--- config.mk ---
export PLATFORM = sky130hd
export DESIGN_NAME = calibrated_temperature_block_average_core
export DESIGN_NICKNAME = d
export VERILOG_FILES = /design/src/ctba_pkg.sv /design/src/ctba_serdiv.sv /design/src/ctba_taps.sv /design/src/calibrated_temperature_block_average_core.sv
export SDC_FILE = /design/constraint.sdc
export NUM_CORES = 2
export LEC_CHECK = 0
export BUFFER_PORTS_ARGS = -buffer_cell sky130_fd_sc_hd__buf_2
export CAP_MARGIN = 30
export CORE_ASPECT_RATIO = 1.75
export CORE_MARGIN = 5
export CORE_UTILIZATION = 34
export DETAILED_ROUTE_END_ITERATION = 12
export PLACE_DENSITY = 0.57
export SYNTH_ARGS = -nofsm -noshare
export SYNTH_HDL_FRONTEND = slang
export SYNTH_SLANG_ARGS = --single-unit
--- constraint.sdc ---
create_clock -name clk_i -period 7.17 [get_ports clk_i]
set_input_delay 1.0755 -clock clk_i [delete_from_list [all_inputs] [get_ports clk_i]]
set_output_delay 1.0755 -clock clk_i [all_outputs]
set_load 0.005 [all_outputs]
--- src/ctba_pkg.sv ---
// ----------------------------------------------------------------------------
// ctba_pkg: shared definitions for the calibrated temperature averager
// Widths, register indexes, reset values and the request and response
// structs of the bit-serial divider.
// ----------------------------------------------------------------------------
package ctba_pkg;

  // Field widths
  localparam int SAMPLE_W = 12;
  localparam int GRAD_W   = 13;
  localparam int CROSS_W  = 20;
  localparam int TRIM_W   = 10;
  localparam int AVG_W    = 32;

  // Configuration port
  localparam int CFG_IDX_W  = 2;
  localparam int CFG_DATA_W = 20;

  localparam logic [CFG_IDX_W-1:0] REG_GRADIENT = CFG_IDX_W'(0);
  localparam logic [CFG_IDX_W-1:0] REG_CROSSING = CFG_IDX_W'(1);
  localparam logic [CFG_IDX_W-1:0] REG_TRIM     = CFG_IDX_W'(2);

  localparam logic [GRAD_W-1:0]         GRADIENT_RST = GRAD_W'(100);
  localparam logic signed [CROSS_W-1:0] CROSSING_RST = '0;
  localparam logic [TRIM_W-1:0]         TRIM_RST     = TRIM_W'(270);

  // Averaging window
  localparam int TAP_COUNT = 10;
  localparam int CNT_W     = $clog2(TAP_COUNT);
  localparam int SUM_W     = AVG_W + $clog2(TAP_COUNT);

  // Arithmetic constants
  localparam int SCALE     = 100;
  localparam int TRUNC_DIV = 10;

  // Temperature path: 10000*sample - 100*crossing always fits in 28 signed bits.
  localparam int T_W = 28;

  // Divider sizing: dividend register holds the widest operand, the window sum.
  localparam int DIV_W  = (SUM_W > T_W) ? SUM_W : T_W;
  localparam int DIVR_W = GRAD_W;
  localparam int LEN_W  = $clog2(DIV_W + 1);

  typedef struct packed {
    logic              start;
    logic [DIV_W-1:0]  dividend;  // top-aligned: only the upper len bits are used
    logic [DIVR_W-1:0] divisor;
    logic [LEN_W-1:0]  len;
  } div_req_t;

  typedef struct packed {
    logic             done;
    logic [DIV_W-1:0] quot;
  } div_rsp_t;

  typedef struct packed {
    logic                    en;
    logic [CNT_W-1:0]        idx;
    logic signed [AVG_W-1:0] data;
  } tap_wr_t;

endpackage

--- src/ctba_serdiv.sv ---
// ----------------------------------------------------------------------------
// ctba_serdiv: bit-serial unsigned restoring divider
// Produces one quotient bit per cycle; the dividend shifts out MSB first
// while quotient bits shift in at the bottom of the same register.
// ----------------------------------------------------------------------------
module ctba_serdiv (
  input  logic               clk_i,
  input  logic               rst_ni,
  input  ctba_pkg::div_req_t req_i,
  output ctba_pkg::div_rsp_t rsp_o
);
  import ctba_pkg::*;

  logic              busy_q, busy_d;
  logic              done_q, done_d;
  logic [LEN_W-1:0]  cnt_q, cnt_d;
  logic [DIV_W-1:0]  dq_q, dq_d;
  logic [DIVR_W-1:0] rem_q, rem_d;
  logic [DIVR_W-1:0] dvs_q, dvs_d;

  logic [DIVR_W:0]   shifted;
  logic [DIVR_W+1:0] diff;
  logic              ge;

  assign shifted = {rem_q, dq_q[DIV_W-1]};
  assign diff    = {1'b0, shifted} - {2'b00, dvs_q};
  assign ge      = ~diff[DIVR_W+1];

  always_comb begin
    busy_d = busy_q;
    done_d = 1'b0;
    cnt_d  = cnt_q;
    dq_d   = dq_q;
    rem_d  = rem_q;
    dvs_d  = dvs_q;
    if (req_i.start) begin
      busy_d = 1'b1;
      cnt_d  = req_i.len;
      dq_d   = req_i.dividend;
      rem_d  = '0;
      dvs_d  = req_i.divisor;
    end else if (busy_q) begin
      dq_d  = {dq_q[DIV_W-2:0], ge};
      rem_d = ge ? diff[DIVR_W-1:0] : shifted[DIVR_W-1:0];
      cnt_d = cnt_q - LEN_W'(1);
      if (cnt_q == LEN_W'(1)) begin
        busy_d = 1'b0;
        done_d = 1'b1;
      end
    end
  end

  always_ff @(posedge clk_i or negedge rst_ni) begin
    if (!rst_ni) begin
      busy_q <= 1'b0;
      done_q <= 1'b0;
      cnt_q  <= '0;
    end else begin
      busy_q <= busy_d;
      done_q <= done_d;
      cnt_q  <= cnt_d;
    end
  end

  always_ff @(posedge clk_i) begin
    dq_q  <= dq_d;
    rem_q <= rem_d;
    dvs_q <= dvs_d;
  end

  assign rsp_o.done = done_q;
  assign rsp_o.quot = dq_q;

endmodule

--- src/ctba_taps.sv ---
// ----------------------------------------------------------------------------
// ctba_taps: tap store of the moving-average window
// One write port and one read port; every tap clears to zero at reset.
// ----------------------------------------------------------------------------
module ctba_taps (
  input  logic                           clk_i,
  input  logic                           rst_ni,
  input  ctba_pkg::tap_wr_t              wr_i,
  input  logic [ctba_pkg::CNT_W-1:0]     rd_idx_i,
  output logic signed [ctba_pkg::AVG_W-1:0] rd_data_o
);
  import ctba_pkg::*;

  logic signed [AVG_W-1:0] tap_q [TAP_COUNT];

  always_ff @(posedge clk_i or negedge rst_ni) begin
    if (!rst_ni) begin
      for (int i = 0; i < TAP_COUNT; i++) begin
        tap_q[i] <= '0;
      end
    end else if (wr_i.en) begin
      tap_q[wr_i.idx] <= wr_i.data;
    end
  end

  assign rd_data_o = tap_q[rd_idx_i];

endmodule

--- src/calibrated_temperature_block_average_core.sv ---
// ----------------------------------------------------------------------------
// calibrated_temperature_block_average_core: calibrated sensor averager
// Converts each ADC sample to hundredths of a degree and stores it in a
// ten-tap window; every tenth sample emits the window mean first.
//
//   Channel  Handshake                 Payload
//   in       in_valid_i / in_ready_o   sample_i
//   out      out_valid_o / out_ready_i average_temp_x100_o
//   cfg      cfg_valid_i / cfg_ready_o cfg_index_i, cfg_data_i
//
// A sample takes two passes through the bit-serial divider
// (calibration divide, then truncation to tens).
// A sample that closes the window first sums all TAP_COUNT taps and
// runs a SUM_W-bit divide of the sum by TAP_COUNT for the mean.
// Reset clears the counter and all taps at once; no clearing pass.
// A stalled output beat holds the block only when the next mean is ready.
// ----------------------------------------------------------------------------
module calibrated_temperature_block_average_core (
  input  logic                                 clk_i,
  input  logic                                 rst_ni,
  input  logic                                 in_valid_i,
  output logic                                 in_ready_o,
  input  logic [ctba_pkg::SAMPLE_W-1:0]        sample_i,
  output logic                                 out_valid_o,
  input  logic                                 out_ready_i,
  output logic signed [ctba_pkg::AVG_W-1:0]    average_temp_x100_o,
  input  logic                                 cfg_valid_i,
  output logic                                 cfg_ready_o,
  input  logic [ctba_pkg::CFG_IDX_W-1:0]       cfg_index_i,
  input  logic [ctba_pkg::CFG_DATA_W-1:0]      cfg_data_i
);
  import ctba_pkg::*;

  localparam logic [3:0] S_IDLE     = 4'd0;
  localparam logic [3:0] S_SUM      = 4'd1;
  localparam logic [3:0] S_AVG_GO   = 4'd2;
  localparam logic [3:0] S_AVG_WAIT = 4'd3;
  localparam logic [3:0] S_EMIT     = 4'd4;
  localparam logic [3:0] S_T1_GO    = 4'd5;
  localparam logic [3:0] S_T1_WAIT  = 4'd6;
  localparam logic [3:0] S_T2_GO    = 4'd7;
  localparam logic [3:0] S_T2_WAIT  = 4'd8;

  localparam logic signed [T_W-1:0] K_SAMPLE = T_W'(SCALE * SCALE);
  localparam logic signed [T_W-1:0] K_CROSS  = T_W'(SCALE);
  localparam logic signed [T_W-1:0] K_TRUNC  = T_W'(TRUNC_DIV);

  // Configuration registers
  logic [GRAD_W-1:0]         gradient_q;
  logic signed [CROSS_W-1:0] crossing_q;
  logic [TRIM_W-1:0]         trim_q;

  // Control
  logic [3:0]        state_q, state_d;
  logic [CNT_W-1:0]  cnt_q, cnt_d;
  logic [CNT_W-1:0]  sum_idx_q, sum_idx_d;
  logic              out_valid_q, out_valid_d;

  // Payload
  logic signed [T_W-1:0]   t2_q, t2_d;
  logic signed [T_W-1:0]   t3_q, t3_d;
  logic signed [SUM_W-1:0] acc_q, acc_d;
  logic signed [AVG_W-1:0] out_data_q, out_data_d;

  logic                    in_acc;
  logic [CNT_W-1:0]        cnt_next;
  logic signed [T_W-1:0]   sample_ext, crossing_ext, trim_ext;
  logic [GRAD_W-1:0]       grad_eff;
  logic [T_W-1:0]          t2_mag, t3_mag;
  logic signed [T_W-1:0]   q_t, q_signed, q_tens;
  logic [SUM_W-1:0]        acc_mag;
  logic [AVG_W-1:0]        mean_mag;

  div_req_t                div_req;
  div_rsp_t                div_rsp;
  tap_wr_t                 tap_wr;
  logic signed [AVG_W-1:0] tap_rd;

  ctba_serdiv u_div (
    .clk_i  (clk_i),
    .rst_ni (rst_ni),
    .req_i  (div_req),
    .rsp_o  (div_rsp)
  );

  ctba_taps u_taps (
    .clk_i     (clk_i),
    .rst_ni    (rst_ni),
    .wr_i      (tap_wr),
    .rd_idx_i  (sum_idx_q),
    .rd_data_o (tap_rd)
  );

  assign in_ready_o  = (state_q == S_IDLE);
  assign in_acc      = in_valid_i && in_ready_o;
  assign cfg_ready_o = 1'b1;

  assign cnt_next = (cnt_q == CNT_W'(TAP_COUNT - 1)) ? '0 : cnt_q + CNT_W'(1);

  assign sample_ext   = signed'({{(T_W - SAMPLE_W){1'b0}}, sample_i});
  assign crossing_ext = T_W'(crossing_q);
  assign trim_ext     = signed'({{(T_W - TRIM_W){1'b0}}, trim_q});
  assign grad_eff     = (gradient_q == '0) ? GRAD_W'(1) : gradient_q;

  assign t2_mag   = t2_q[T_W-1] ? T_W'(-t2_q) : T_W'(t2_q);
  assign t3_mag   = t3_q[T_W-1] ? T_W'(-t3_q) : T_W'(t3_q);
  assign acc_mag  = acc_q[SUM_W-1] ? SUM_W'(-acc_q) : SUM_W'(acc_q);
  assign q_t      = signed'(div_rsp.quot[T_W-1:0]);
  assign q_signed = t2_q[T_W-1] ? -q_t : q_t;
  assign q_tens   = q_t * K_TRUNC;
  assign mean_mag = div_rsp.quot[AVG_W-1:0];

  always_comb begin
    state_d      = state_q;
    cnt_d        = cnt_q;
    sum_idx_d    = sum_idx_q;
    out_valid_d  = out_valid_q && !out_ready_i;
    t2_d         = t2_q;
    t3_d         = t3_q;
    acc_d        = acc_q;
    out_data_d   = out_data_q;
    div_req      = '0;
    tap_wr       = '0;
    tap_wr.idx   = cnt_q;

    unique case (state_q)
      S_IDLE: begin
        if (in_acc) begin
          cnt_d     = cnt_next;
          t2_d      = sample_ext * K_SAMPLE - crossing_ext * K_CROSS;
          acc_d     = '0;
          sum_idx_d = '0;
          state_d   = (cnt_next == '0) ? S_SUM : S_T1_GO;
        end
      end
      S_SUM: begin
        acc_d     = acc_q + SUM_W'(tap_rd);
        sum_idx_d = sum_idx_q + CNT_W'(1);
        if (sum_idx_q == CNT_W'(TAP_COUNT - 1)) begin
          state_d = S_AVG_GO;
        end
      end
      S_AVG_GO: begin
        div_req.start    = 1'b1;
        div_req.dividend = DIV_W'(acc_mag) << (DIV_W - SUM_W);
        div_req.divisor  = DIVR_W'(TAP_COUNT);
        div_req.len      = LEN_W'(SUM_W);
        state_d          = S_AVG_WAIT;
      end
      S_AVG_WAIT: begin
        if (div_rsp.done) begin
          state_d = S_EMIT;
        end
      end
      S_EMIT: begin
        // Wait for the previous mean to leave the output register.
        if (!out_valid_q || out_ready_i) begin
          out_valid_d = 1'b1;
          out_data_d  = acc_q[SUM_W-1] ? signed'(-mean_mag) : signed'(mean_mag);
          state_d     = S_T1_GO;
        end
      end
      S_T1_GO: begin
        div_req.start    = 1'b1;
        div_req.dividend = DIV_W'(t2_mag) << (DIV_W - T_W);
        div_req.divisor  = grad_eff;
        div_req.len      = LEN_W'(T_W);
        state_d          = S_T1_WAIT;
      end
      S_T1_WAIT: begin
        if (div_rsp.done) begin
          t3_d    = q_signed - trim_ext;
          state_d = S_T2_GO;
        end
      end
      S_T2_GO: begin
        div_req.start    = 1'b1;
        div_req.dividend = DIV_W'(t3_mag) << (DIV_W - T_W);
        div_req.divisor  = DIVR_W'(TRUNC_DIV);
        div_req.len      = LEN_W'(T_W);
        state_d          = S_T2_WAIT;
      end
      S_T2_WAIT: begin
        if (div_rsp.done) begin
          // Truncation toward zero: divide the magnitude, then restore the sign.
          tap_wr.en   = 1'b1;
          tap_wr.data = AVG_W'(t3_q[T_W-1] ? -q_tens : q_tens);
          state_d     = S_IDLE;
        end
      end
      default: begin
        state_d = S_IDLE;
      end
    endcase
  end

  always_ff @(posedge clk_i or negedge rst_ni) begin
    if (!rst_ni) begin
      state_q     <= S_IDLE;
      cnt_q       <= '0;
      sum_idx_q   <= '0;
      out_valid_q <= 1'b0;
      gradient_q  <= GRADIENT_RST;
      crossing_q  <= CROSSING_RST;
      trim_q      <= TRIM_RST;
    end else begin
      state_q     <= state_d;
      cnt_q       <= cnt_d;
      sum_idx_q   <= sum_idx_d;
      out_valid_q <= out_valid_d;
      if (cfg_valid_i && cfg_ready_o) begin
        unique case (cfg_index_i)
          REG_GRADIENT: gradient_q <= cfg_data_i[GRAD_W-1:0];
          REG_CROSSING: crossing_q <= signed'(cfg_data_i[CROSS_W-1:0]);
          REG_TRIM:     trim_q     <= cfg_data_i[TRIM_W-1:0];
          default: begin
          end
        endcase
      end
    end
  end

  always_ff @(posedge clk_i) begin
    t2_q       <= t2_d;
    t3_q       <= t3_d;
    acc_q      <= acc_d;
    out_data_q <= out_data_d;
  end

  assign out_valid_o         = out_valid_q;
  assign average_temp_x100_o = out_data_q;

endmodule

======== Yosys cells after proc, flatten, opt, wreduce, memory -nomap -nowiden ========
Index checks and enable logic that the tools add are counted.
Widths: inputs -> output; s select.
cells by class
  add/sub/neg operators ................... 13
  multiply operators ...................... 3
  $lt $le $gt $ge ......................... 3
  equal/unequal tests ..................... 19
  mux-type cells .......................... 44
  bitwise operators ....................... 3
  reductions and logical operators ........ 20
operators by type and width
  kind                    count
  $bwmux 320              1
  $mux 32                 7
  $pmux 56 s3             1
  $mux 36                 4
  $bmux 32 s4             1
  $demux 32 s4            1
  $mux 28                 3
  $neg 28->28             3
  $pmux 36 s2             1
  $add 36x32->36          1
  $neg 36->36             1
  $pmux 4 s9              1
  $mux 4                  8
  $neg 28->32             1
  $neg 32->32             1
  $mul 28x4->27 const B   1
  $sub 27x28->28          1
  $sub 28x11->28          1
  $mul 20x6->26 const B   1
  $mux 13                 2
  $mul 12x10->22 const B  1
  $eq 4x3->1 const B      4
  $sub 14x13->15          1
  $reduce_and 2->1        7
  26 further kinds        51
word-level totals
  register bits ........................... 570
  input bits .............................. 39
  output and inout bits ................... 35
  logic and storage cells ................. 132

======== Longest topological paths before layout ========
  word-level depth ........................ 6
  mapped depth ............................ 28
  gate-level depth less buffers ........... 28

======== By module ========
From an unflattened synthesis, not the netlist that was laid out.
second synthesis, totals
  cells, all modules ...................... 3482
  area total of the unflattened synthesis .. 37534.7 um2
by module, submodules not included
  module                                     instances  cells each  area each (um2)  seq. area each (um2)
  calibrated_temperature_block_average_core  1          2167        19314.8          5073.6
  ctba_taps                                  1          1015        14649.0          8007.7
  ctba_serdiv                                1          300         3570.9           1931.9

======== Worst setup path after synthesis ========
OpenSTA, ideal clock, no wires.
  path kind ............................... input to register
  start point ............................. input sample_i[4] (netlist name)
  end point ............................... register t2_q[27], data pin
  setup time .............................. 0.261 ns
  arrival ................................. 6.300 ns
  required time ........................... 6.909 ns
  slack ................................... 0.608 ns
  stages .................................. 28
  path buffers ............................ 0
  cell sequence ........................... inv_1 -> fa_1 -> inv_1 -> ha_1 -> inv_1 -> fa_1 -> inv_1 -> ha_1 -> inv_1 -> fa_1 -> inv_1 -> ha_1 -> a21oi_1 -> o21ai_0 -> a21boi_0 -> nor2b_1 -> xnor2_1 -> ha_1 -> a21o_1 -> a21o_1 -> a21oi_1 -> nor2_1 -> a21oi_1 -> o31ai_1 -> o21a_1 -> o21a_1 -> o21ai_0 -> xnor2_1
on the way
  word-level cells in the longest chain between the ends .. 2
ends and longest elaborated chain
  what                  RTL line                                          RTL
  start, declared       calibrated_temperature_block_average_core.sv:23   input logic [ctba_pkg::SAMPLE_W-1:0] sample_i,
  $mul 12x10->22        calibrated_temperature_block_average_core.sv:130  t2_d = sample_ext * K_SAMPLE - crossing_ext * K_CROSS;
  $sub 27x28->28        calibrated_temperature_block_average_core.sv:130
  end signal, assigned  calibrated_temperature_block_average_core.sv:224  t2_q <= t2_d;
  end, declared         calibrated_temperature_block_average_core.sv:60   logic signed [T_W-1:0] t2_q, t2_d;
No other way between the ends.
A chain may end at the register's enable or synchronous reset.

======== Worst setup path after layout ========
Same ends and word-level chain as after synthesis.

==> reports/results.tsv <==
stage	metric	value	unit
grt	first_global_vias	27966	
synth	syn_area_per_cell	9.62	sq um
grt	grtUsageMet3	1.94	%
cts	cts_resized	0	
setup_path	worstPathMaxFanout	4	
synth	yosysSeqAreaShare	40.6	%
power	power_density	324	mW/mm^2
grt	grt_use_total	17.8	%
synth	synth_top_family_by_area	simple AND/OR/NAND/NOR gates	
setup_path	path_buf_inv	7	
setup_path	path_delay_family	adder cells	
placement	gp_congestion	0.866	
floorplanning	row_count	158	
floorplanning	core-area	0.106	sq mm
floorplanning	initial_core_util	34.2	%
cts	cts_hold_buf	0	
drt	drc	0	
floorplanning	die_h	442	microns
drt	via_count	27422	
grt	grt_util_met1	19.2	%
synth	synth_top_area_share	25.3	%
cts	post-cts-setup-buffers	0	
drt	wl_per_cell	20.1	microns
synth	synth_area_leaders	dfrtp_1, edfxtp_1, ha_1	
floorplanning	ios	74	
run	maxCapViolations	0	
setup_path	critPathArrivalTime	6.70	ns
timing	tightest_slew	1.07	ns
floorplanning	die-area	0.114	sq mm
synth	yosys.area_share.xor_xnor	6.90	%
setup_path	path_common_cell	inv_1	
synth	ys_warn_count	0	
grt	top_usage_layer	met2	
drt	drt_iter0_markers	1651	
synth	synth_fa_ha_area_share	11.2	%
power	peakVddDrop	0.000560	V
run_status	status	finished clean	
placement	port_buffers	72	
setup_path	cp.required	7.55	ns
timing	clock-skew-final	0.0769	ns
cts	htree_levels	2	
grt	gr-total-overflow	0	
grt	antenna_found_initial	3	
synth	synthesis.area	0.0363	sq mm
setup_path	crit_slowest_cell	fa_1	
setup_path	critPathKind	input pin to register	
timing	setup_viol	0	
timing	post-route-min-period	6.32	ns
grt	grt_start_max_net_pins	145	
layout	n_antenna_cell	0	
cts	ctsRootBufferMaster	clkbuf_16	
drt	routed_wirelength	104000	microns
floorplanning	fp.dieW	257	microns
layout	final_common_cell	nand2_1	
hold_path	min_path_type	input pin to async pin	
cts	numClockSinks	557	
setup_path	end_kind	register	
synth	postSynthCellCount	3769	
power	leakage	18.1	nW
timing	fmax	0.158	GHz
cts	clkTransAtPathRegs	0.08	ns
power	power	0.0129	W
synth	synth_compound_area_share	14.8	%
setup_path	crit_path_max_incr_delay	0.54	ns
cts	clk-insertion-delay-late	0.69	ns
grt	grt_pass1_wl	161000	microns
setup_path	start_kind	input pin	
synth	synthArstFlopShare	67.1	%
cts	clock_path_buffers	3	
placement	hpwlAfterDp	76200	microns
synth	synth.area.mux_share	7.13	%
layout	filler_cell_count	10554	
drt	drt-pass1-iter-count	8	
drt	viasPerCell	5.30	
timing	slew_violations	0	
timing	finalCritPeriodShare	88.1	%
timing	finalSetupTns	0	ns
synth	synth_top_flop_cell	dfrtp_1	
timing	finalHoldViolCount	0	
layout	drive_above_1_share	11.6	%
drt	ant_nets	0	
timing	rsz0062_at_grt	no	
cts	cts_made_buffers	52	
synth	synthSimpleGateAreaFrac	14.9	%
layout	final_cell_mix	nand2_1, dfrtp_1, o21ai_0, ha_1, inv_1	
layout	fin_nets	4105	
synth	syn_nets	4107	
synth	synth_edf_count	170	
synth	yosysTopAreaCell	dfrtp_1	
cts	cts_tree	built	
synth	synth_seq_cells	557	
synth	synth_cell_types	104	
timing	slew_headroom	28.7	%
layout	area_growth	10.3	%
grt	grt_util_met2	34.0	%
cell usage after synthesis (53+ instances only):
cell type  count
a21o_1        53
a21oi_1      191
clkbuf_1     155
dfrtp_1      367
edfxtp_1     170
ha_1         254
inv_1        234
mux2_2        88
mux4_2        61
nand2_1      630
nor2_1       213
o21ai_0      280
o31ai_1       65
xnor2_1      179
xor2_1       105
per-layer routing:
metal	share of wire [%]	vias to the layer above
li1	-	13264
met1	38	13417
met5	0.013	-
met4	5.7	4
met2	54	537
met3	3.1	200
where the power goes:
part	internal, W	leakage [nW]	switching (W)
logic	0.00263	10.5	0.00346
clock network	0.00166	0.901	0.00133
registers	0.00372	6.72	0.000140
through the flow:
step / util (%) / cell area [sq um] / setup slack, ns / hold WS [ns] / instances
floorplan: - / 36300 / 0.608 / 0.433 / 3769
global route: 37.8 / 40000 / 0.297 / 0.477 / 5170
detailed placement: 36.0 / 38200 / 0.202 / 0.456 / 5073
finish: 37.8 / 40000 / 0.852 / 0.431 / 5170
global placement: 36.0 / 38100 / 0.182 / 0.450 / 5067
CTS: 37.8 / 40000 / 0.867 / 0.438 / 5170
sequential cells by signal (all words and copies together) (netlist names):
| name | cells |
|---|---|
| out_valid_o | 1 |
| average_temp_x100_o | 32 |
| u_div.cnt_q | 6 |
| u_div.dq_q | 36 |
| sum_idx_q | 4 |
| gradient_q | 13 |
| t3_q | 28 |
| u_div.dvs_q | 13 |
| trim_q | 10 |
| u_div.busy_q | 1 |
| u_div.done_q | 1 |
| state_q | 4 |
| u_taps.tap_q | 310 |
| t2_q | 26 |
| cnt_q | 4 |
| crossing_q | 20 |
| u_div.rem_q | 13 |
| acc_q | 35 |
cells by family after synthesis:
kind of cell | count (synthesis)
adders and majority gates | 299
buffers and inverters | 419
muxes | 171
DFF | 557
and+or+nand+nor | 1196
other | 1
AOI/OAI and AO/OA | 841
xor gates and xnor gates | 285
area by class of cell:
type	instances	area (sq um)	area share, %
clock buffers	73	1500	3.76
clock inverters	24	319	0.797
inverters	235	882	2.20
multi-input cells	2793	20000	50.0
flip-flops and latches	557	14700	36.8
well taps	1360	1700	4.25
repair buffers	128	845	2.11
worst paths after layout:
kind | from | to | slack (ns) | cells past startpoint
max reg2reg | u_div.dq_q[3]$_DFFE_PP_ | u_taps.tap_q[124]$_DFFE_PN0P_ | 1.22 | 15
max | sample_i[4] | t2_q[27]$_DFFE_PP_ | 0.85 | 29
min in group clk_i | u_taps.tap_q[311]$_DFFE_PN0P_ | u_taps.tap_q[311]$_DFFE_PN0P_ | 0.47 | 2
max in group asynchronous | rst_ni | crossing_q[12]$_DFFE_PN0P_ | 5.25 | 2
min | rst_ni | u_taps.tap_q[71]$_DFFE_PN0P_ | 0.43 | 1
min reg2reg | u_taps.tap_q[311]$_DFFE_PN0P_ | u_taps.tap_q[311]$_DFFE_PN0P_ | 0.47 | 2
worst register-to-register path, cell delays in order (launching register included):
cell and delay, ns:
edfxtp_1 0.61, ha_1 0.39, ha_1 0.17, inv_1 0.05
fa_1 0.41, nand2b_1 0.23, a21oi_1 0.27, o211ai_1 0.17
and2_1 0.20, a211oi_1 0.54, nor4b_4 0.43, nand3_1 0.21
or2_1 0.29, o311ai_0 0.78, and2_1 0.86, a21oi_1 0.17
Note: power is estimated with default switching activity, not from simulation.
